===== config.mk =====
export PLATFORM = sky130hd
export DESIGN_NAME = tcgr_ram
export DESIGN_NICKNAME = d
export VERILOG_FILES = /design/src/text_console_glyph_renderer_assert.svh /design/src/tcgr_ram.sv
export SDC_FILE = /design/constraint.sdc
export NUM_CORES = 2
export LEC_CHECK = 0
export ABC_AREA = 1
export BUFFER_PORTS_ARGS = -buffer_cell sky130_fd_sc_hd__buf_2
export CAP_MARGIN = 20
export CORE_MARGIN = 2
export CORE_UTILIZATION = 38
export CTS_CLUSTER_DIAMETER = 120
export CTS_CLUSTER_SIZE = 40
export DETAILED_ROUTE_END_ITERATION = 6
export SLEW_MARGIN = 40
export SYNTH_ARGS = -nofsm -noshare
export SYNTH_HDL_FRONTEND = slang
export SYNTH_SLANG_ARGS = --single-unit
export TNS_END_PERCENT = 5

===== constraint.sdc =====
create_clock -name clk_i -period 4.3 [get_ports clk_i]
set_input_delay 0.43 -clock clk_i [delete_from_list [all_inputs] [get_ports clk_i]]
set_output_delay 0.43 -clock clk_i [all_outputs]
set_load 0.02 [all_outputs]

===== src/text_console_glyph_renderer_assert.svh =====
// ----------------------------------------------------------------------------
// Assertion macros for the text console glyph renderer
// Concurrent assertion helpers; they compile to nothing in synthesis.
// ----------------------------------------------------------------------------
`ifndef TEXT_CONSOLE_GLYPH_RENDERER_ASSERT_SVH
`define TEXT_CONSOLE_GLYPH_RENDERER_ASSERT_SVH

`ifndef SYNTHESIS
// Same-cycle implication, checked outside reset.
`define TCGR_ASSERT_IMPL(lbl, clk, rstn, ante, cons) \
  lbl: assert property (@(posedge clk) disable iff (!rstn) (ante) |-> (cons)) \
    else $error("tcgr assertion failed");
// Next-cycle implication, checked outside reset.
`define TCGR_ASSERT_NEXT(lbl, clk, rstn, ante, cons) \
  lbl: assert property (@(posedge clk) disable iff (!rstn) (ante) |=> (cons)) \
    else $error("tcgr assertion failed");
`else
`define TCGR_ASSERT_IMPL(lbl, clk, rstn, ante, cons)
`define TCGR_ASSERT_NEXT(lbl, clk, rstn, ante, cons)
`endif

`endif


===== src/tcgr_ram.sv =====
// ----------------------------------------------------------------------------
// Generic simple dual-port RAM
// One write port and one read port with registered, enabled read data.
// ----------------------------------------------------------------------------
module tcgr_ram #(
  parameter int WIDTH = 8,
  parameter int DEPTH = 256
) (
  input  logic                     clk_i,
  input  logic                     wr_en_i,
  input  logic [$clog2(DEPTH)-1:0] wr_addr_i,
  input  logic [WIDTH-1:0]         wr_data_i,
  input  logic                     rd_en_i,
  input  logic [$clog2(DEPTH)-1:0] rd_addr_i,
  output logic [WIDTH-1:0]         rd_data_o
);

  logic [WIDTH-1:0] mem_q [DEPTH];
  logic [WIDTH-1:0] rd_data_q;

  always_ff @(posedge clk_i) begin
    if (wr_en_i) begin
      mem_q[wr_addr_i] <= wr_data_i;
    end
    if (rd_en_i) begin
      rd_data_q <= mem_q[rd_addr_i];
    end
  end

  assign rd_data_o = rd_data_q;

endmodule


Word-level counts from Yosys, hierarchy flattened
Memories as Yosys holds them, arrays and structs flattened. A register that Yosys moved wholly into a read port is not among the register bits.
Cells that the tools add are included.
W data, S select, Z words.
{ "totals": {"n_memories": 1, "inputBits": 27, "ram_bits": 2048, "register_bits": 0, "out_inout_bits": 8} }
{ "classes": {"muxes": 2} }
{ "memory_table": {"columns": ["memory", "words", "word_bits", "read_ports", "rd_clocked_by_memory_dff", "write_ports", "line", "text"], "rows": [
  ["mem_q", 256, 8, 1, 1, 1, "tcgr_ram.sv:18", "logic [WIDTH-1:0] mem_q [DEPTH];"]
]} }
{ "op_table": {"columns": ["cell", "n"], "rows": [
  ["$mux W1", 2]
]} }

Longest topological paths before layout
{ "depth": {"ltp_word": 2, "ltp_mapped": 15, "depth_no_buf": 11} }

Least setup slack after synthesis
Ideal clock, no wire load.
{ "synth_timing": {"path_type": "in2reg", "from": "in wr_en_i", "to": "mem mem_q[162][0] (enable)", "arrival_time_ns": 1.551, "slack_ns": 2.379, "setup_ns": 0.370, "stages": 4, "required_ns": 3.930, "path_cell_list": "clkbuf_1 nand3_1 clkbuf_1 nor2_1"} }
{ "synth_between": {"elab_chain_cells": 2} }
{ "synth_lines": {"columns": ["item", "line", "text"], "rows": [
  ["from (decl)", "tcgr_ram.sv:10", "input logic wr_en_i,"],
  ["$mux W1", "tcgr_ram.sv:22", "if (wr_en_i) begin"],
  ["$mux W1 (implied by the code)", "tcgr_ram.sv:23", "mem_q[wr_addr_i] <= wr_data_i;"],
  ["to (decl)", "tcgr_ram.sv:18", null]
]} }
No other way between the ends.

==> metrics.md <==
| Metric | Value |
|---|---|
| Synthesis-stage register bit count | `2,056` |
| PwrDens | `374 nW/um^2` |
| Vias in the first global route | `50,600` |
| R2R Path End | `rd_data_o[3]` |
| Layout area overhead | `6.02%` |
| Cell Rows | `172` |
| Max clock buf depth | `3` |
| Synth area leader | `edfxtp_1` |
| Hold endpoint | `mem_q[103][0]` |
| CTS resizes | `0` |
| # clock sinks | `2,056` |
| Post-CTS Hold Buffers | `0` |
| Setup ws final | `1500 ps` |
| Worst min path class | `input port to flip-flop` |
| Startpoint Class | `input port` |
| Drt via density | `5.53` |
| WP data required | `4940 ps` |
| DIE AREA | `223,000 sq um` |
| Die Wd | `473 um` |
| WL/cell | `23.9 um` |
| Vias | `53,300` |
| Clk_lat worst skew | `780 ps` |
| Status | `finished, final reports clean` |
| CTS tree | `yes` |
| Initial cell density of the core | `38.1%` |
| Total grt overflow | `0` |
| Finished Core Util | `40.4%` |
| Synth unique cells | `13` |
| Routed wire length | `231 mm` |
| Leak | `29.5 nW` |
| Slew headroom | `35.8%` |
| Seq/Total Area, Yosys | `74.0%` |
| Final Hold Fails | `0` |
| IO Port Bufs | `34` |
| Mapped Nets | `7,030` |
| FF-to-FF setup slack | `2200 ps` |
| Crit path time final | `2800 ps` |
| Mapped Cells | `7,003` |
| Synth warnings | `0` |
| DR DRC count | `0` |
| Cells on worst reg2reg path | `10` |
| Clk root buf | `clkbuf_16` |
| GPL Wtd Cong | `0.853` |
| Final slew viol count | `0` |
| Clock buffer count from CTS | `59` |
| Setup bufs post-CTS | `0` |
| Core region area | `219,000 sq um` |
| Final HPWL DP | `136 mm` |
| TNS Setup | `0 ps` |
| Max Clk Rate | `357 MHz` |
| WS Path Type | `input port to flip-flop` |
| Initial antenna violation count | `7` |
| R2R Path Start | `mem_q[135][3]` |
| Boundary Pins | `35` |
| Arrival @ worst endpoint | `3440 ps` |
| H-tree Lvls | `2` |
| Post-layout power | `33.1 mW` |
| NumNets Final | `6,780` |
| Worst IR Drop VDD | `468 uV` |
| Avg Cell Area, Syn | `11.9 sq um` |
| Antenna viol nets, final | `0` |
| Hold path startpoint | `wr_data_i[0]` |
| Most common cell after layout, fill and taps aside | `nand2_1` |
| Area share of the largest cell type after synthesis | `74.0%` |
| Clock Skew | `41.9 ps` |
| Largest net degree at the start of global routing | `159` |
| RSZ-0062 raised after global routing | `false` |
| First-pass GRT wire length | `340 mm` |
| Top cells by area, synth | `edfxtp_1 74%, nand3_1 12%, nand2_1 9.5%` |
| DRT Pass-1 Iters | `6` |
| Most frequent cells in the layout | `2,112 x nand2_1, 2,056 x edfxtp_1, 2,017 x nand3_1, 216 x nor2_1, 89 x buf_4` |
| Worst Hold Depth | `1` |
| Worst-path fanout max | `157` |
| Mapped Area | `83,500 sq um` |
| Number of DRC markers in iteration 0 | `6,432` |
| Clock slew at reported path FFs | `140 ps` |
| Worst-margin pin slew | `963 ps` |
| Place WS | `803 ps` |
| Total track usage | `20.1%` |
| Ratio of cells with drive above 1 in the final layout | `4.79%` |
| Fin crit share | `65.2%` |
| CP Capture Type | `flip-flop` |
| Max-Cap Viols | `0` |
| DIE HEIGHT | `473 um` |
| Final Setup Violations | `0` |
==> metrics by stage <==
step / hold slack (ps) / cells / instance area [sq um]
after floorplan: 529 / 7003 / 83500
after global placement: 938 / 9557 / 86500
after detailed placement: 876 / 9562 / 86700
after CTS: 34.8 / 9630 / 88400
after global routing: 51.8 / 9633 / 88500
final: 59.0 / 9635 / 88500
==> worst max path at each step <==
stage,start,endpoint,slack (ps),cells after the start
detailed placement,rd_addr_i[0],rd_data_o[3],800,13
CTS,rd_addr_i[0],rd_data_o[3],1630,13
floorplan,wr_en_i,mem_q[162][0],2380,4
global placement,rd_addr_i[0],rd_data_o[3],800,13
global route,rd_addr_i[0],rd_data_o[2],1410,13
finish,rd_addr_i[0],rd_data_o[3],1500,13
==> critical path: stages <==
cell and delay [ps]:
buf_8 200, inv_16 440, buf_12 440, nand2_1 110, nand3_1 110, nand3_1 90
nand3_1 160, nand3_1 200, nand3_1 190, nand3_1 180, nand2_1 190, nand2_1 180
nand2_1 140
==> logic make-up (layout without fill, tap and decap cells) <==
family,Yosys count,after routing,synth area share [%]
buf+inv,522,279,3.12
flops,2056,2056,74.0
simple gates,4425,4425,22.9
other cells,0,4,0
==> cell type report <==
cell class              count  area, sq um
diodes                      4         10.0
clock buffers              63         1530
clock inverters             5          115
fillers                 20500       131000
inverters                  39          180
multi-input cells        4425        19300
flip-flops and latches   2056        61700
well taps                2871         3590
repair buffers            172         1990
==> registers in the layout, summed over array words and instances (netlist names) <==
signal and flops:
mem_q 2048, rd_data_o 8
==> synthesized netlist by cell type (all sizes together) <==
master / n
nand2: 2123
edfxtp: 2056
nand3: 2019
buf: 371
nor2: 283
clkbuf: 112
inv: 39
==> metal layers <==
metal | part of all wire, % | wire length [um] | global-route usage (%)
met3 | 7.1 | 16300 | 2.06
met1 | 42 | 96000 | 28.2
met4 | 3.5 | 8090 | 6.73
met5 | 0 | 0 | 0
met2 | 48 | 110000 | 32.9
==> report_power, final <==
group,switching [mW],internal [mW]
Sequential,0.0321,22.1
Clock,5.78,2.63
Combinational,1.95,0.616
Total,7.77,25.3
No activity file was read; power rests on OpenSTA's default activity.
