### src/text_console_glyph_renderer_assert.svh
// ----------------------------------------------------------------------------
// Assertion macros for the text console glyph renderer
// Concurrent assertion helpers; they compile to nothing in synthesis.
// ----------------------------------------------------------------------------
`ifndef TEXT_CONSOLE_GLYPH_RENDERER_ASSERT_SVH
`define TEXT_CONSOLE_GLYPH_RENDERER_ASSERT_SVH

`ifndef SYNTHESIS
// Same-cycle implication, checked outside reset.
`define TCGR_ASSERT_IMPL(lbl, clk, rstn, ante, cons) \
  lbl: assert property (@(posedge clk) disable iff (!rstn) (ante) |-> (cons)) \
    else $error("tcgr assertion failed");
// Next-cycle implication, checked outside reset.
`define TCGR_ASSERT_NEXT(lbl, clk, rstn, ante, cons) \
  lbl: assert property (@(posedge clk) disable iff (!rstn) (ante) |=> (cons)) \
    else $error("tcgr assertion failed");
`else
`define TCGR_ASSERT_IMPL(lbl, clk, rstn, ante, cons)
`define TCGR_ASSERT_NEXT(lbl, clk, rstn, ante, cons)
`endif

`endif

### src/tcgr_pkg.sv
// ----------------------------------------------------------------------------
// Text console glyph renderer package
// Shared constants, register codes and transaction types.
// ----------------------------------------------------------------------------
package tcgr_pkg;

  localparam int GLYPH_ROWS      = 16;
  localparam int FONT_SLOTS      = 256;
  localparam int MAX_SCREEN_DIM  = 4096;

  localparam int GLYPH_WIDTH     = 8;
  localparam int FIRST_PRINTABLE = 32'h20;
  localparam int EXTENDED_BASE   = 128;
  localparam int NEWLINE_CODE    = 10;

  localparam int CODE_W   = 8;
  localparam int COLOR_W  = 32;
  localparam int GROW_W   = 4;
  localparam int BITS_W   = 8;
  localparam int INDEX_W  = 25;
  localparam int MASK_W   = GLYPH_WIDTH;
  localparam int DIM_W    = 13;
  localparam int COL_W    = 13;
  localparam int ROW_W    = $clog2(MAX_SCREEN_DIM);
  localparam int Y_W      = $clog2(MAX_SCREEN_DIM + GLYPH_ROWS);
  localparam int RCNT_W   = $clog2(GLYPH_ROWS);

  localparam int STORE_DEPTH = FONT_SLOTS * GLYPH_ROWS;
  localparam int FONT_AW     = $clog2(STORE_DEPTH);

  localparam int QUEUE_DEPTH = 2;
  localparam int QPTR_W      = $clog2(QUEUE_DEPTH);

  localparam int CFG_IDX_W  = 2;
  localparam int CFG_DATA_W = DIM_W;

  typedef enum logic [CFG_IDX_W-1:0] {
    REG_SCREEN_WIDTH  = 2'd0,
    REG_SCREEN_HEIGHT = 2'd1,
    REG_PITCH_PIXELS  = 2'd2,
    REG_ENABLED       = 2'd3
  } cfg_reg_e;

  typedef struct packed {
    logic                 mode;
    logic [CODE_W-1:0]    char_code;
    logic [COLOR_W-1:0]   color;
    logic [GROW_W-1:0]    glyph_row;
    logic [BITS_W-1:0]    row_bits;
  } in_item_t;

  typedef struct packed {
    logic [INDEX_W-1:0]   pixel_index;
    logic [MASK_W-1:0]    pixel_mask;
    logic [COLOR_W-1:0]   pixel_color;
    logic                 last_row;
  } out_item_t;

  typedef struct packed {
    logic [DIM_W-1:0]     screen_width;
    logic [DIM_W-1:0]     screen_height;
    logic [DIM_W-1:0]     pitch_pixels;
    logic                 enabled;
  } cfg_t;

  // One character to draw, as handed from the front end to the row engine.
  typedef struct packed {
    logic [ROW_W-1:0]     row;
    logic [COL_W-1:0]     col;
    logic [CODE_W-1:0]    slot;
    logic                 have_glyph;
    logic [COLOR_W-1:0]   color;
  } render_cmd_t;

  typedef struct packed {
    logic                 en;
    logic [FONT_AW-1:0]   addr;
    logic [BITS_W-1:0]    data;
  } font_wr_t;

  typedef struct packed {
    logic                 en;
    logic [FONT_AW-1:0]   addr;
  } font_rd_t;

endpackage

### src/tcgr_in_if.sv
// ----------------------------------------------------------------------------
// Input channel interface
// Valid/ready channel carrying character and font-load transactions.
// ----------------------------------------------------------------------------
interface tcgr_in_if;
  logic                 valid;
  logic                 ready;
  tcgr_pkg::in_item_t   data;

  modport source (output valid, output data, input ready);
  modport sink   (input valid, input data, output ready);
endinterface

### src/tcgr_front.sv
// ----------------------------------------------------------------------------
// Renderer front end
// Accepts transactions, loads the font, tracks the cursor, queues characters.
// ----------------------------------------------------------------------------
module tcgr_front (
  input  logic                   clk_i,
  input  logic                   rst_ni,
  tcgr_in_if.sink                in_i,
  input  tcgr_pkg::cfg_t         cfg_i,
  input  logic                   q_full_i,
  input  logic                   drain_busy_i,
  output logic                   push_o,
  output tcgr_pkg::render_cmd_t  push_cmd_o,
  output tcgr_pkg::font_wr_t     font_wr_o
);

  logic [tcgr_pkg::COL_W-1:0]   col_q, col_d;
  logic [tcgr_pkg::ROW_W-1:0]   row_q, row_d;
  logic [tcgr_pkg::ROW_W:0]     row_plus;
  logic [tcgr_pkg::ROW_W-1:0]   row_down;
  logic [tcgr_pkg::COL_W:0]     col_adv;
  logic [tcgr_pkg::COL_W+1:0]   col_reach;
  logic                         wrap;
  logic                         is_load, is_nl, accept;
  logic [tcgr_pkg::CODE_W-1:0]  code, slot;
  logic                         have_glyph;

  assign code    = in_i.data.char_code;
  assign is_load = in_i.data.mode;
  assign is_nl   = (32'(code) == tcgr_pkg::NEWLINE_CODE);

  // A font load waits until every queued character has read the font, so
  // that glyph data is always taken in transaction order.
  assign in_i.ready = !q_full_i && !(is_load && drain_busy_i);
  assign accept     = in_i.valid && in_i.ready;

  always_comb begin
    if (32'(code) < tcgr_pkg::FIRST_PRINTABLE) begin
      slot       = '0;
      have_glyph = 1'b0;
    end else begin
      slot       = (32'(code) < tcgr_pkg::EXTENDED_BASE) ?
                   code - tcgr_pkg::CODE_W'(tcgr_pkg::FIRST_PRINTABLE) : code;
      have_glyph = (32'(slot) < tcgr_pkg::FONT_SLOTS);
    end
  end

  // One glyph line down, saturating at the bottom of the coordinate range.
  assign row_plus = (tcgr_pkg::ROW_W + 1)'(row_q) +
                    (tcgr_pkg::ROW_W + 1)'(tcgr_pkg::GLYPH_ROWS);
  assign row_down = (row_plus > (tcgr_pkg::ROW_W + 1)'(tcgr_pkg::MAX_SCREEN_DIM - 1)) ?
                    tcgr_pkg::ROW_W'(tcgr_pkg::MAX_SCREEN_DIM - 1) :
                    row_plus[tcgr_pkg::ROW_W-1:0];

  assign col_adv   = (tcgr_pkg::COL_W + 1)'(col_q) +
                     (tcgr_pkg::COL_W + 1)'(tcgr_pkg::GLYPH_WIDTH);
  assign col_reach = (tcgr_pkg::COL_W + 2)'(col_adv) +
                     (tcgr_pkg::COL_W + 2)'(tcgr_pkg::GLYPH_WIDTH);
  assign wrap      = (col_reach > (tcgr_pkg::COL_W + 2)'(cfg_i.screen_width));

  always_comb begin
    col_d = col_q;
    row_d = row_q;
    if (accept && !is_load) begin
      if (is_nl || wrap) begin
        col_d = '0;
        row_d = row_down;
      end else begin
        col_d = col_adv[tcgr_pkg::COL_W-1:0];
      end
    end
  end

  always_ff @(posedge clk_i or negedge rst_ni) begin
    if (!rst_ni) begin
      col_q <= '0;
      row_q <= '0;
    end else begin
      col_q <= col_d;
      row_q <= row_d;
    end
  end

  assign push_o                = accept && !is_load && !is_nl;
  assign push_cmd_o.row        = row_q;
  assign push_cmd_o.col        = col_q;
  assign push_cmd_o.slot       = slot;
  assign push_cmd_o.have_glyph = have_glyph;
  assign push_cmd_o.color      = in_i.data.color;

  assign font_wr_o.en   = accept && is_load &&
                          (32'(code) < tcgr_pkg::FONT_SLOTS) &&
                          (32'(in_i.data.glyph_row) < tcgr_pkg::GLYPH_ROWS);
  assign font_wr_o.addr = tcgr_pkg::FONT_AW'(32'(code) * tcgr_pkg::GLYPH_ROWS +
                                            32'(in_i.data.glyph_row));
  assign font_wr_o.data = in_i.data.row_bits;

endmodule

### src/flat_wrapper.sv
// flat-port wrapper written by rule: the top's interface ports become plain ports
module tcgr_front_flat 
  (clk_i, rst_ni, cfg_i, q_full_i, drain_busy_i, push_o, push_cmd_o, font_wr_o, in_i_valid, in_i_data, in_i_ready);
  tcgr_in_if in_i_i ();
  input  logic clk_i;
  input  logic rst_ni;
  input  tcgr_pkg::cfg_t cfg_i;
  input  logic q_full_i;
  input  logic drain_busy_i;
  output logic push_o;
  output tcgr_pkg::render_cmd_t push_cmd_o;
  output tcgr_pkg::font_wr_t font_wr_o;
  input wire logic [$bits(in_i_i.valid)-1:0] in_i_valid;
  input wire logic [$bits(in_i_i.data)-1:0] in_i_data;
  output wire logic [$bits(in_i_i.ready)-1:0] in_i_ready;
  assign in_i_i.valid = in_i_valid;
  assign in_i_i.data = in_i_data;
  assign in_i_ready = in_i_i.ready;
  tcgr_front u_core (.clk_i(clk_i), .rst_ni(rst_ni), .in_i(in_i_i), .cfg_i(cfg_i), .q_full_i(q_full_i), .drain_busy_i(drain_busy_i), .push_o(push_o), .push_cmd_o(push_cmd_o), .font_wr_o(font_wr_o));
endmodule
### config.mk
export PLATFORM = sky130hd
export DESIGN_NAME = tcgr_front_flat
export DESIGN_NICKNAME = d
export VERILOG_FILES = /design/src/text_console_glyph_renderer_assert.svh /design/src/tcgr_pkg.sv /design/src/tcgr_in_if.sv /design/src/tcgr_front.sv /design/src/flat_wrapper.sv
export SDC_FILE = /design/constraint.sdc
export NUM_CORES = 1
export LEC_CHECK = 0
export BUFFER_PORTS_ARGS = -buffer_cell sky130_fd_sc_hd__buf_2
export CAP_MARGIN = 20
export CORE_MARGIN = 1
export CORE_UTILIZATION = 43
export DETAILED_ROUTE_END_ITERATION = 16
export PLACE_DENSITY = 0.95
export REMOVE_ABC_BUFFERS = 1
export SLEW_MARGIN = 0
export SYNTH_ARGS = -nofsm -noshare
export SYNTH_HDL_FRONTEND = slang
export SYNTH_SLANG_ARGS = --single-unit
### constraint.sdc
create_clock -name clk_i -period 11.3 [get_ports clk_i]
set_clock_uncertainty 0.05 [all_clocks]
set_input_delay 2.825 -clock clk_i [delete_from_list [all_inputs] [get_ports clk_i]]
set_output_delay 2.825 -clock clk_i [all_outputs]
set_load 0.005 [all_outputs]
Word-level counts from Yosys, hierarchy flattened:

Index checks and enable logic that the tools add are counted.

* reductions and logical operators: 12
* mux-type cells: 5
* add/sub/neg operators: 5
* order comparisons: 4
* equality and inequality tests: 1

Operators with widths (count)
* $mux W8: 2
* $add A14 B4 Y15 const B: 1
* $gt A15 B13 Y1: 1
* $add A13 B4 Y14 const B: 1
* $add A12 B5 Y13 const B: 1
* $gt A13 B12 Y1 const B: 1
* $mux W13: 1
* $add A12 B4 Y12: 1
* $mux W12: 1
* $eq A8 B4 Y1 const B: 1
* $lt A8 B6 Y1 const B: 1
* $lt A8 B8 Y1 const B: 1
* $sub A8 B6 Y8 const B: 1
* $logic_and A1 B1 Y1: 6
* $logic_not A1 Y1: 4
* $reduce_and A2 Y1: 1
* $logic_or A1 B1 Y1: 1
* $mux W1: 1

* input bits: 98
* flip-flop bits (word level): 25
* word-level logic and storage cells: 29

Logic depth before layout (Yosys ltp):

* depth in word-level cells: 6
* mapped depth: 16
* depth with buffers taken out: 14

Worst setup path before layout:

Ideal clock, no wire load.

* kind: input to output
* start: input port in_i_data[51]
* end: output port push_o
* buffers on the path: 0
* arrival: 3.472 ns
* stages on the path: 4
* slack: 4.953 ns
* cell sequence: inv_1 > nand3_1 > nor4_1 > nor2_1

* word-level cells in the longest chain between the ends: 3

RTL lines
* from (decl): RTL line flat_wrapper.sv:14 `input wire logic [$bits(in_i_i.data)-1:0] in_i_data;`
* $eq A8 B4 Y1: RTL line tcgr_front.sv:30 `assign is_nl = (32'(code) == tcgr_pkg::NEWLINE_CODE);`
* $logic_not A1 Y1: RTL line tcgr_front.sv:84 `assign push_o = accept && !is_load && !is_nl;`
* $logic_and A1 B1 Y1: RTL line tcgr_front.sv:84
* to (decl): RTL line flat_wrapper.sv:10 `output logic push_o;`

Every way passes these cells.

Worst setup path in the final report:

Ends and elaborated chain as after synthesis.

==> impl_results.md <==
* Outcome: finished, final reports clean
* Routed WL per cell at 21.84 microns
* Max transition margin at 60.60%
* Post-CTS Hold Fix Bufs at 0
* GP Congestion at 0.8979
* Die ar. at 0.005579 sq mm
* Clock root cell: clkbuf_8
* CTS clk-pin slew, worst paths at 0.07 ns
* Gate Count Post-Synth at 284
* Post-synthesis compound-gate area fraction at 16.08%
* Pwr Density at 119.5 mW/mm^2
* Syn-to-layout area delta at -0.8260%
* Clock latency on the worst-skew pair at 0.26 ns
* Number of clock sinks at 19
* Global-route wire length before repair at 10.56 mm
* Setup ws final at 4.440 ns
* Largest net degree at the start of global routing at 22
* Cell row count at 26
* Worst setup startpoint: in_i_data[51]
* Util after Layout at 44.12%
* Placed cell count at 355
* Fin nets at 403
* Leak at 1.103 nW
* HPWL after DPL at 6.688 mm
* Crit path max fanout at 7
* XOR/XNOR Fraction of Synth Area at 6.167%
* Post-synthesis sequential area ratio at 20.93%
* Final Setup Violations at 0
* Post-synthesis average cell area at 8.001 sq um
* DR vias/cell at 5.666
* Crit path DAT at 3.99 ns
* Core Area at 0.005107 sq mm
* Die X at 74.69 microns
* Synth Area in Adders at 8.260%
* Number of library cell types mapped by synthesis at 48
* Synthesized flop and latch total at 19
* Final Critical Period at 6.860 ns
* Capture point of the critical path: push_o
* Vias at 2034
* Post-synth EDFFs at 0
* TNS Setup at 0 ns
* DP Worst Slack at 4.473 ns
* Critical path class: in2out
* TritonCTS Buffers at 3
* Synth warnings at 0
* Max cap viols at 0
* Worst flop-to-flop path startpoint: u_core.col_q[3]
* DRC errors left at 0
* Ant. Diodes at 0
* All-Layer GR Usage at 27.82%
* Hold Vio Cnt, Final at 0
* Yosys top cell by area: dfrtp_1
* Drt first pass iters at 4
* Hold path depth at 1
* Grt ovf at 0
* Simple-Gate Fraction of Synth Area at 21.31%
* Cell count of the worst reg-to-reg path at 14
* Area of the mapped netlist at 0.002272 sq mm
* Antenna viol nets, final at 0
* Crit Reg-Reg Endpoint: u_core.row_q[10]
* Mux contribution to synthesized area at 2.313%
* Initial antenna violation count at 0
* Non-filler cells, final at 359
* Post-route clock period utilization at 60.71%
* Type of the most critical hold path: reg2reg
* Worst VDD drop at 0.00007418 V
* Post-CTS setup buffers at 0
* CP Capture Type: primary output
* Chip height at 74.69 microns
* CP Launch Type: input port
* Fmax at 0.1458 GHz
* Largest family of logic cells by synthesized area: buffers and inverters
* Boundary pin count at 187
* Synth Flop Type: dfrtp_1
* H-tree levels at 1
* CTS tree: yes
* RSZ-0062 raised after global routing: false
* IO buf count at 68
* Routed WL at 7.840 mm
* Worst-Margin Slew at 0.5895 ns
* Initial Util at 44.49%
* Asr flop ratio synth at 100.0%
* Critical Path RT at 8.43 ns
* Resized cells post-CTS at 0
* Share of cells above drive strength 1 at 29.07%
* Slew Viols, Final at 0
* Setup slack, reg-to-reg at 7.04 ns
* Top cell type's share of synthesized area at 20.93%
* Initial drt markers at 113
* Area contributors post-synth: dfrtp_1 21%, buf_4 20%, ha_1 8.3%, nand2_1 4.1%, xnor2_1 3.5%
* Largest buffer count on any clock path at 2
* Vias in the first global route at 1761
-- layout make-up --
class	instances	area [sq um]
Tap cell	70	87.58
Inverter	17	63.81
Timing Repair Buffer	68	340.3
Clock buffer	4	45.04
Sequential cell	19	475.5
Fill cell	516	2854
Multi-Input combinational cell	181	1241
-- layer usage --
| metal | vias up | track usage [%] | part of all wire [%] |
|---|---|---|---|
| li1 | 929 | - | - |
| met1 | 928 | 28.29 | 32 |
| met2 | 151 | 50.85 | 52 |
| met3 | 26 | 10.31 | 12 |
| met4 | 0 | 11.53 | 4.9 |
| met5 | - | 2.778 | 0 |
-- state kept, by name (all words and copies together) (netlist names) --
signal,count
u_core.row_q,9
u_core.col_q,10
-- placed cells by master (no fill, tap or decap), drive strengths merged --
| cell | n |
|---|---|
| nor2b | 3 |
| buf | 68 |
| nand3b | 2 |
| a41oi | 1 |
| nand2b | 1 |
| a311oi | 1 |
| o21ai | 10 |
| nand4 | 6 |
| a31oi | 4 |
| ha | 15 |
| a211oi | 1 |
| nand3 | 11 |
| a22o | 5 |
| nor2 | 14 |
| o21bai | 2 |
| mux2 | 4 |
| clkbuf | 4 |
| xor2 | 7 |
| or3 | 1 |
| nor4b | 1 |
| nor3 | 4 |
| a311o | 2 |
| or4 | 1 |
| nand2 | 25 |
| a22oi | 1 |
| a21oi | 14 |
| xnor2 | 9 |
| inv | 17 |
| o21a | 3 |
| conb | 3 |
| and3 | 8 |
| nor4 | 2 |
| o31ai | 4 |
| dfrtp | 19 |
| a31o | 1 |
| and2 | 9 |
| o32ai | 1 |
| nand4b | 2 |
| o311ai | 1 |
| a21o | 2 |
-- kinds of logic after synthesis --
kind of cell | Yosys count
xor gates and xnor gates | 16
buffers and inverters | 86
AOI/OAI and AO/OA | 53
other | 1
adders and majority gates | 15
muxes | 4
DFF | 19
and+or+nand+nor | 90
-- how the worst min path moves through the flow --
stage	from	end	slack (ns)
floorplan	u_core.row_q[7]	u_core.row_q[7]	0.46
global placement	u_core.row_q[7]	u_core.row_q[7]	0.47
detailed placement	u_core.row_q[7]	u_core.row_q[7]	0.47
CTS	u_core.row_q[7]	u_core.row_q[7]	0.48
global route	u_core.row_q[7]	u_core.row_q[7]	0.55
finish	u_core.row_q[7]	u_core.row_q[7]	0.48
-- worst max-delay path, stage by stage --
cell,delay [ns]
buf_2,0.12
inv_1,0.13
nand3_1,0.19
nor4_1,0.48
nor2_1,0.08
buf_2,0.15
-- Yosys cell counts (3+ instances only) --
master   number
ha_1         15
xnor2_1       9
inv_1        17
nor3_1        4
and2_1        9
nor2_1       13
dfrtp_1      19
a22o_1        5
nor2b_1       3
xor2_1        7
nand2_1      25
nand3_1       9
nand4_1       6
and3_1        7
a21oi_1      14
o21ai_0       9
o21a_1        3
buf_2         6
o31ai_1       4
a31oi_1       4
buf_4        60
-- power by group --
part           switching [W]  internal [W]  total [W]  leakage [nW]
logic              0.0000658     0.0000560   0.000122         0.835
clock network      0.0000233     0.0000251  0.0000484        0.0228
registers          0.0000215     0.0000775  0.0000990         0.245
total               0.000111      0.000159   0.000269          1.10
-- through the flow --
stage	instance area [sq um]	hold WS (ns)	power, W
floorplan	1780	0.4639	0.0001780
global placement	2208	0.4692	0.0002146
detailed placement	2208	0.4708	0.0002213
CTS	2253	0.4845	0.0002694
global route	2253	0.5497	0.0002921
finish	2253	0.4823	0.0002693
No activity file was read; power rests on OpenSTA's default activity.
