<file path="config.mk">
export PLATFORM = sky130hd
export DESIGN_NAME = tcgr_back_flat
export DESIGN_NICKNAME = d
export VERILOG_FILES = /design/src/text_console_glyph_renderer_assert.svh /design/src/tcgr_pkg.sv /design/src/tcgr_out_if.sv /design/src/tcgr_back.sv /design/src/flat_wrapper.sv
export SDC_FILE = /design/constraint.sdc
export NUM_CORES = 1
export LEC_CHECK = 0
export ABC_AREA = 1
export BUFFER_PORTS_ARGS = -buffer_cell sky130_fd_sc_hd__buf_2
export CAP_MARGIN = 40
export CORE_UTILIZATION = 49
export DETAILED_ROUTE_END_ITERATION = 7
export GPL_ROUTABILITY_DRIVEN = 0
export GPL_TIMING_DRIVEN = 0
export PLACE_DENSITY = 0.69
export SLEW_MARGIN = 20
export SYNTH_ARGS = -nofsm -noshare
export SYNTH_HDL_FRONTEND = slang
export SYNTH_SLANG_ARGS = --single-unit
export TNS_END_PERCENT = 20
</file>
<file path="constraint.sdc">
create_clock -name clk_i -period 6.3 [get_ports clk_i]
set_clock_uncertainty 0.15 [all_clocks]
set_input_delay 0.315 -clock clk_i [delete_from_list [all_inputs] [get_ports clk_i]]
set_output_delay 0.315 -clock clk_i [all_outputs]
set_load 0.005 [all_outputs]
</file>
<file path="src/text_console_glyph_renderer_assert.svh">
// ----------------------------------------------------------------------------
// Assertion macros for the text console glyph renderer
// Concurrent assertion helpers; they compile to nothing in synthesis.
// ----------------------------------------------------------------------------
`ifndef TEXT_CONSOLE_GLYPH_RENDERER_ASSERT_SVH
`define TEXT_CONSOLE_GLYPH_RENDERER_ASSERT_SVH

`ifndef SYNTHESIS
// Same-cycle implication, checked outside reset.
`define TCGR_ASSERT_IMPL(lbl, clk, rstn, ante, cons) \
  lbl: assert property (@(posedge clk) disable iff (!rstn) (ante) |-> (cons)) \
    else $error("tcgr assertion failed");
// Next-cycle implication, checked outside reset.
`define TCGR_ASSERT_NEXT(lbl, clk, rstn, ante, cons) \
  lbl: assert property (@(posedge clk) disable iff (!rstn) (ante) |=> (cons)) \
    else $error("tcgr assertion failed");
`else
`define TCGR_ASSERT_IMPL(lbl, clk, rstn, ante, cons)
`define TCGR_ASSERT_NEXT(lbl, clk, rstn, ante, cons)
`endif

`endif

</file>
<file path="src/tcgr_pkg.sv">
// ----------------------------------------------------------------------------
// Text console glyph renderer package
// Shared constants, register codes and transaction types.
// ----------------------------------------------------------------------------
package tcgr_pkg;

  localparam int GLYPH_ROWS      = 16;
  localparam int FONT_SLOTS      = 256;
  localparam int MAX_SCREEN_DIM  = 4096;

  localparam int GLYPH_WIDTH     = 8;
  localparam int FIRST_PRINTABLE = 32'h20;
  localparam int EXTENDED_BASE   = 128;
  localparam int NEWLINE_CODE    = 10;

  localparam int CODE_W   = 8;
  localparam int COLOR_W  = 32;
  localparam int GROW_W   = 4;
  localparam int BITS_W   = 8;
  localparam int INDEX_W  = 25;
  localparam int MASK_W   = GLYPH_WIDTH;
  localparam int DIM_W    = 13;
  localparam int COL_W    = 13;
  localparam int ROW_W    = $clog2(MAX_SCREEN_DIM);
  localparam int Y_W      = $clog2(MAX_SCREEN_DIM + GLYPH_ROWS);
  localparam int RCNT_W   = $clog2(GLYPH_ROWS);

  localparam int STORE_DEPTH = FONT_SLOTS * GLYPH_ROWS;
  localparam int FONT_AW     = $clog2(STORE_DEPTH);

  localparam int QUEUE_DEPTH = 2;
  localparam int QPTR_W      = $clog2(QUEUE_DEPTH);

  localparam int CFG_IDX_W  = 2;
  localparam int CFG_DATA_W = DIM_W;

  typedef enum logic [CFG_IDX_W-1:0] {
    REG_SCREEN_WIDTH  = 2'd0,
    REG_SCREEN_HEIGHT = 2'd1,
    REG_PITCH_PIXELS  = 2'd2,
    REG_ENABLED       = 2'd3
  } cfg_reg_e;

  typedef struct packed {
    logic                 mode;
    logic [CODE_W-1:0]    char_code;
    logic [COLOR_W-1:0]   color;
    logic [GROW_W-1:0]    glyph_row;
    logic [BITS_W-1:0]    row_bits;
  } in_item_t;

  typedef struct packed {
    logic [INDEX_W-1:0]   pixel_index;
    logic [MASK_W-1:0]    pixel_mask;
    logic [COLOR_W-1:0]   pixel_color;
    logic                 last_row;
  } out_item_t;

  typedef struct packed {
    logic [DIM_W-1:0]     screen_width;
    logic [DIM_W-1:0]     screen_height;
    logic [DIM_W-1:0]     pitch_pixels;
    logic                 enabled;
  } cfg_t;

  // One character to draw, as handed from the front end to the row engine.
  typedef struct packed {
    logic [ROW_W-1:0]     row;
    logic [COL_W-1:0]     col;
    logic [CODE_W-1:0]    slot;
    logic                 have_glyph;
    logic [COLOR_W-1:0]   color;
  } render_cmd_t;

  typedef struct packed {
    logic                 en;
    logic [FONT_AW-1:0]   addr;
    logic [BITS_W-1:0]    data;
  } font_wr_t;

  typedef struct packed {
    logic                 en;
    logic [FONT_AW-1:0]   addr;
  } font_rd_t;

endpackage

</file>
<file path="src/tcgr_out_if.sv">
// ----------------------------------------------------------------------------
// Output channel interface
// Valid/ready channel carrying framebuffer row-write transactions.
// ----------------------------------------------------------------------------
interface tcgr_out_if;
  logic                 valid;
  logic                 ready;
  tcgr_pkg::out_item_t  data;

  modport source (output valid, output data, input ready);
  modport sink   (input valid, input data, output ready);
endinterface

</file>
<file path="src/tcgr_back.sv">
// ----------------------------------------------------------------------------
// Renderer row engine
// Walks the glyph rows of each queued character and emits row writes.
// ----------------------------------------------------------------------------
module tcgr_back (
  input  logic                           clk_i,
  input  logic                           rst_ni,
  input  tcgr_pkg::cfg_t                 cfg_i,
  input  logic                           q_valid_i,
  input  tcgr_pkg::render_cmd_t          q_cmd_i,
  output logic                           pop_o,
  output tcgr_pkg::font_rd_t             font_rd_o,
  input  logic [tcgr_pkg::BITS_W-1:0]    font_data_i,
  output logic                           busy_o,
  tcgr_out_if.source                     out_o
);

  // Issue stage: the character being walked and its row counter.
  logic                           a_busy_q;
  tcgr_pkg::render_cmd_t          cmd_q;
  logic [tcgr_pkg::RCNT_W-1:0]    rcnt_q;
  logic                           a_last;

  // Mask stage: one row whose font byte arrives from the RAM.
  logic                           b_valid_q;
  logic [tcgr_pkg::Y_W-1:0]       b_y_q;
  logic [tcgr_pkg::COL_W-1:0]     b_col_q;
  logic [tcgr_pkg::COLOR_W-1:0]   b_color_q;
  logic                           b_have_q;
  logic                           b_last_q;

  logic                           out_valid_q;
  tcgr_pkg::out_item_t            out_q, out_d;

  logic                           advance;
  logic [tcgr_pkg::MASK_W-1:0]    clip;
  logic                           y_ok;
  logic [tcgr_pkg::Y_W+tcgr_pkg::DIM_W-1:0] prod;

  assign advance = !out_valid_q || out_o.ready;
  assign a_last  = (rcnt_q == tcgr_pkg::RCNT_W'(tcgr_pkg::GLYPH_ROWS - 1));
  assign pop_o   = advance && (!a_busy_q || a_last) && q_valid_i;
  assign busy_o  = a_busy_q || b_valid_q;

  assign font_rd_o.en   = advance && a_busy_q;
  assign font_rd_o.addr = tcgr_pkg::FONT_AW'(32'(cmd_q.slot) * tcgr_pkg::GLYPH_ROWS +
                                            32'(rcnt_q));

  always_ff @(posedge clk_i or negedge rst_ni) begin
    if (!rst_ni) begin
      a_busy_q    <= 1'b0;
      rcnt_q      <= '0;
      b_valid_q   <= 1'b0;
      out_valid_q <= 1'b0;
    end else if (advance) begin
      b_valid_q   <= a_busy_q;
      out_valid_q <= b_valid_q;
      if (pop_o) begin
        a_busy_q <= 1'b1;
        rcnt_q   <= '0;
      end else if (a_busy_q && a_last) begin
        a_busy_q <= 1'b0;
      end else if (a_busy_q) begin
        rcnt_q <= rcnt_q + 1'b1;
      end
    end
  end

  always_ff @(posedge clk_i) begin
    if (pop_o) begin
      cmd_q <= q_cmd_i;
    end
    if (advance) begin
      b_y_q     <= tcgr_pkg::Y_W'(cmd_q.row) + tcgr_pkg::Y_W'(rcnt_q);
      b_col_q   <= cmd_q.col;
      b_color_q <= cmd_q.color;
      b_have_q  <= cmd_q.have_glyph;
      b_last_q  <= a_last;
      out_q     <= out_d;
    end
  end

  // Clear mask bits whose pixel column falls at or beyond the screen edge.
  always_comb begin
    for (int px = 0; px < tcgr_pkg::GLYPH_WIDTH; px++) begin
      clip[tcgr_pkg::MASK_W-1-px] = (32'(b_col_q) + px < 32'(cfg_i.screen_width));
    end
  end

  assign y_ok = (32'(b_y_q) < 32'(cfg_i.screen_height));
  assign prod = (tcgr_pkg::Y_W + tcgr_pkg::DIM_W)'(b_y_q) *
                (tcgr_pkg::Y_W + tcgr_pkg::DIM_W)'(cfg_i.pitch_pixels);

  always_comb begin
    out_d.pixel_index = tcgr_pkg::INDEX_W'(prod +
                        (tcgr_pkg::Y_W + tcgr_pkg::DIM_W)'(b_col_q));
    out_d.pixel_mask  = (b_have_q && cfg_i.enabled && y_ok) ?
                        (font_data_i & clip) : '0;
    out_d.pixel_color = b_color_q;
    out_d.last_row    = b_last_q;
  end

  assign out_o.valid = out_valid_q;
  assign out_o.data  = out_q;

endmodule

</file>
<file path="src/flat_wrapper.sv">
// flat-port wrapper written by rule: the top's interface ports become plain ports
module tcgr_back_flat 
  (clk_i, rst_ni, cfg_i, q_valid_i, q_cmd_i, pop_o, font_rd_o, font_data_i, busy_o, out_o_valid, out_o_data, out_o_ready);
  tcgr_out_if out_o_i ();
  input  logic clk_i;
  input  logic rst_ni;
  input  tcgr_pkg::cfg_t cfg_i;
  input  logic q_valid_i;
  input  tcgr_pkg::render_cmd_t q_cmd_i;
  output logic pop_o;
  output tcgr_pkg::font_rd_t font_rd_o;
  input  logic [tcgr_pkg::BITS_W-1:0] font_data_i;
  output logic busy_o;
  output wire logic [$bits(out_o_i.valid)-1:0] out_o_valid;
  output wire logic [$bits(out_o_i.data)-1:0] out_o_data;
  input wire logic [$bits(out_o_i.ready)-1:0] out_o_ready;
  assign out_o_valid = out_o_i.valid;
  assign out_o_data = out_o_i.data;
  assign out_o_i.ready = out_o_ready;
  tcgr_back u_core (.clk_i(clk_i), .rst_ni(rst_ni), .cfg_i(cfg_i), .q_valid_i(q_valid_i), .q_cmd_i(q_cmd_i), .pop_o(pop_o), .font_rd_o(font_rd_o), .font_data_i(font_data_i), .busy_o(busy_o), .out_o(out_o_i));
endmodule
</file>
* Word-level counts from Yosys, hierarchy flattened *
Cells that the tools add are included.

word-level totals
  register bits = 199
  bits in latches = 0
  bits in writable memories = 0
  memory bits (read-only) = 0
  input bits = 118
  output and inout bits = 82
  word-level logic and storage cells = 62
  memories = 0

cells by class
  add/subtract/negate cells = 11
  multipliers = 1
  divide/modulo/power cells = 0
  order comparisons = 9
  eq/ne operators = 2
  shift-type cells = 0
  multiplexer cells = 5
  bitwise operators = 1
  reduce and logical (&&, ||, !) cells = 15

operators with widths
  operator                                        count
  < comparator 32 x 13 -> 1 bit                   7
  adder 13 x 3 -> 14 bit (second input constant)  4
  adder 13 x 2 -> 14 bit (second input constant)  2
  < comparator 13 bit                             2
  adder 25 x 13 -> 25 bit                         1
  multiplier 13 x 13 -> 25 bit                    1
  adder 13 x 1 -> 14 bit (second input constant)  1
  adder 12 x 4 -> 13 bit                          1
  adder 12 x 4 -> 12 bit                          1
  2-to-1 mux 4 bit                                3
  AND 8 bit                                       1
  logical AND 1 bit                               6
  adder 4 x 1 -> 4 bit (second input constant)    1
  == test 4 bit (second input constant)           1
  nonzero test 2 bit                              2
  logical OR 1 bit                                3
  AND reduction 3 bit                             1
  logical NOT 1 bit                               2
  2-to-1 mux 1 bit                                2
  != test 2 bit (second input constant)           1
  AND reduction 2 bit                             1

* Logic depth before layout (Yosys ltp) *
  depth in word-level cells = 6
  gate-level depth with buffers = 26
  mapped depth without buffers = 25

* Least setup slack after synthesis *
Ideal clock, no wire load.

  path type = reg-to-reg
  start point = register u_core.out_valid_q (netlist: u_core.out_o.valid)
  end point = register u_core.cmd_q[0] (netlist name) (enable)
  setup time = 0.495 ns
  arrival time = 5.246 ns
  data required time = 5.655 ns
  slack = 0.409 ns
  stages on the path, launching flop included = 6
  buffers on the path = 1
  period minus slack after synthesis = 5.891 ns
  cell sequence = dfrtp_1 > inv_1 > or2_2 > buf_2 > nand2_1 > nor2_1

between the ends
  longest elaborated chain between the ends = 4

ends and longest elaborated chain
  item                            line                source
  start: declaration              tcgr_back.sv:32     logic out_valid_q;
  start signal: assignment        tcgr_back.sv:57     out_valid_q <= b_valid_q;
  logical NOT 1 bit               tcgr_back.sv:40     assign advance = !out_valid_q || out_o.ready;
  logical OR 1 bit                tcgr_back.sv:40
  named net u_core.advance        tcgr_back.sv:35     logic advance;
  logical AND 1 bit (2 in a row)  tcgr_back.sv:42     assign pop_o = advance && (!a_busy_q || a_last) && q_valid_i;
  named net pop_o                 flat_wrapper.sv:10  output logic pop_o;
  end signal: assignment          tcgr_back.sv:71     cmd_q <= q_cmd_i;
  end: declaration                tcgr_back.sv:20     tcgr_pkg::render_cmd_t cmd_q;

The timed path passes the listed nets, and every way through them passes these cells.
A chain may end at the register's enable or synchronous reset.

==> flow_summary.toml <==
[run_status]
run_status = "finished clean"

[critical_path]
path_class = "flip-flop to flip-flop"
crit_path_end_kind = "flip-flop"
ff2ff_path_depth = 19
startpoint_type = "flip-flop"
cp.arrival_ns = 6.08
crit_required_ns = 6.34
r2r_start = "u_core.b_y_q[3]$_DFFE_PN_"
path_max_fanout = 10
ff2ff_setup_slack_ns = 0.26
r2r-end = "u_core.out_o.data[62]$_DFFE_PN_"

[clocking]
cts_max_path_buffers = 2
path_clk_slew_ns = 0.08
numCtsBuffers = 17
htree_num_levels = 4
root_buffer = "clkbuf_16"
cts_tree = "done"
insertion_delay_ns = 0.45
clkSinkCount = 199

[placement]
preCtsSetupSlack_ns = 0.173
port_buffers = 199
hpwl_um = 32600
dpl_cell_area_mm2 = 0.0188
dpl.cell_count = 2559

[yosys]
synth_nets = 2354
avgSynthCellArea_um2 = 9.00
synth_top_area_share_pct = 33.7
yosysUniqueCellTypes = 35
async_flop_share_pct = 3.52
yosys_warnings = 0
synth_common_cells = "504 x nand2_1, 426 x inv_1, 204 x ha_1"
yosys-top-cells-area = "edfxtp_1 34%, fa_1 15%, ha_1 15%, nand2_1 11%, inv_1 9.3%"
synth_edf_count = 192
yosysMostFrequentCell = "nand2_1"
ys_seq_area_share_pct = 34.7
synth_flop_cell = "edfxtp_1"
yosysTopAreaCell = "edfxtp_1"
ys_ff_latch = 199
synthesis.area_mm2 = 0.0171
synthCells = 1902

[timing]
grt_setup_unrepaired = "no"
final.setup.tns_ns = 0
worst_pin_slew_ns = 0.791
setup-violations-final = 0
relSlewSlack_pct = 47.1
timing.final.crit_share_pct = 95.9
hold_violations = 0
fmax_mhz = 166
slew_viol_final = 0
fin_ws_ns = 0.260
period_minus_slack_ns = 6.04

[drt]
drt-initial-drc-count = 1081
wire_per_inst_um = 15.5
drtAntennaViolNets = 0
totalWireLength_um = 41300
drt_pass1_iterations = 5
dr_wl_met3_um = 2950
wl_met2_um = 20500
top_layer = "met4"
drc = 0
vias = 13230
vias_per_cell = 4.98
met1_length_um = 16800

[die]
start_util_pct = 49.7
die_area_mm2 = 0.0357
pin_count = 200
rows = 68
core_mm2 = 0.0345
die_w_um = 189
die_y_um = 189

[global_routing]
grt_pass1_wl_um = 67100
first_global_vias = 13403
antenna_found_initial = 0
overflow = 0
grtUsageTotal_pct = 24.2
grt_max_degree = 93

[finish]
final_cells = 2657
num-fill-cells = 2981
final_nets = 2641
drive_above_1_share_pct = 13.1
seq_area_mm2 = 0.00594
antenna_cells = 0
finalInstanceArea_mm2 = 0.0201
area_growth_pct = 17.2
multiInputGateArea_mm2 = 0.00931

[worst_hold_path]
min_to = "u_core.a_busy_q$_DFFE_PN0P_"
hp-class = "input port to flip-flop"
worstHoldStart = "q_valid_i"
hold_depth = 3

[run]
drv_cap = 0
## timing repair
| action | CTS | global route |
|---|---|---|
| hold endpoints to repair | 73 | 0 |
| resized for setup | 0 | 7 |
| buffers inserted | 0 | 4 |
| setup endpoints to repair | 0 | 12 |
| hold buffers | 67 | 0 |
## metrics by stage
| step | util [%] | hold WS (ns) |
|---|---|---|
| 6_report | 58.2 | 0.0670 |
| 5_1_grt | 58.2 | 0.0755 |
| 4_1_cts | 58.1 | 0.0451 |
| 3_5_place_dp | 54.4 | 0.0116 |
| 3_3_place_gp | 54.2 | 0.00559 |
| 2_1_floorplan | - | -0.131 |
## logic make-up (layout without fill, tap and decap cells)
kind of cell               Yosys count  in the layout  share of synthesized area, %
xor gates and xnor gates            87             87                          4.45
adders and majority gates          334            334                          30.1
buffers and inverters              480            780                          10.9
and+or+nand+nor                    688            688                          16.3
AOI/OAI and AO/OA                  114            114                          3.47
DFF                                199            199                          34.7
## worst max path at each step
stage,slack [ns],startpoint,to
finish,0.26,u_core.b_y_q[3]$_DFFE_PN_,u_core.out_o.data[62]$_DFFE_PN_
global route,0.03,u_core.b_y_q[4]$_DFFE_PN_,u_core.out_o.data[54]$_DFFE_PN_
CTS,0.14,u_core.b_y_q[5]$_DFFE_PN_,u_core.out_o.data[65]$_DFFE_PN_
detailed placement,0.17,u_core.b_y_q[5]$_DFFE_PN_,u_core.out_o.data[65]$_DFFE_PN_
global placement,-1.81,u_core.out_o.valid$_DFFE_PN0N_,pop_o
floorplan,0.41,u_core.out_o.valid$_DFFE_PN0N_,u_core.cmd_q[0]$_DFFE_PP_
## worst max-delay path, stage by stage (launching register included)
cell	delay, ns
edfxtp_1	0.53
clkbuf_1	0.45
nand2_1	0.15
fa_1	0.45
fa_1	0.54
inv_1	0.06
fa_1	0.46
fa_1	0.51
fa_1	0.57
inv_1	0.06
fa_1	0.50
inv_1	0.04
ha_1	0.40
nand2_1	0.13
nor2_1	0.16
inv_1	0.09
nor2_1	0.14
nand3_1	0.15
nand4_1	0.13
nand2_1	0.08
## cell type report
class | instances | area share [%]
clock buffer | 17 | 2.12
buffer | 39 | 1.12
multi-input combinational | 1223 | 46.4
sequential | 199 | 29.6
timing repair buffer | 273 | 8.92
tap | 455 | 2.84
clock inverter | 15 | 0.780
inverter | 436 | 8.16
## per-layer routing
layer	vias up	GRT usage [%]
li1	6435	-
met1	6265	29.9
met2	464	42.2
met3	66	5.02
met4	0	7.72
met5	-	0
## flip-flops by register name, indices dropped and copies added (netlist names)
name	count
u_core.b_have_q	1
u_core.out_o.valid	1
u_core.rcnt_q	4
u_core.cmd_q	66
u_core.b_color_q	32
u_core.b_col_q	13
u_core.b_valid_q	1
u_core.b_last_q	1
u_core.a_busy_q	1
u_core.out_o.data	66
u_core.b_y_q	13
## layout by cell type (no fill, tap or decap), drive strengths merged, types with 7 or more instances in the layout
cell type | netlist | layout
ha | 204 | 204
dfrtp | 7 | 7
clkbuf | 26 | 38
dlygate4sd3 | 0 | 67
nand3 | 51 | 51
inv | 434 | 440
nor2 | 103 | 103
xnor2 | 14 | 14
o21ai | 31 | 31
clkinv | 2 | 10
nand4 | 11 | 11
a21oi | 74 | 74
fa | 130 | 130
edfxtp | 192 | 192
buf | 18 | 224
nand2 | 509 | 509
xor2 | 73 | 73
o21a | 7 | 7
Power is left out: the tool's default activity adds up to more than one toggle a clock period on the data nets, which glitch-free logic cannot reach.
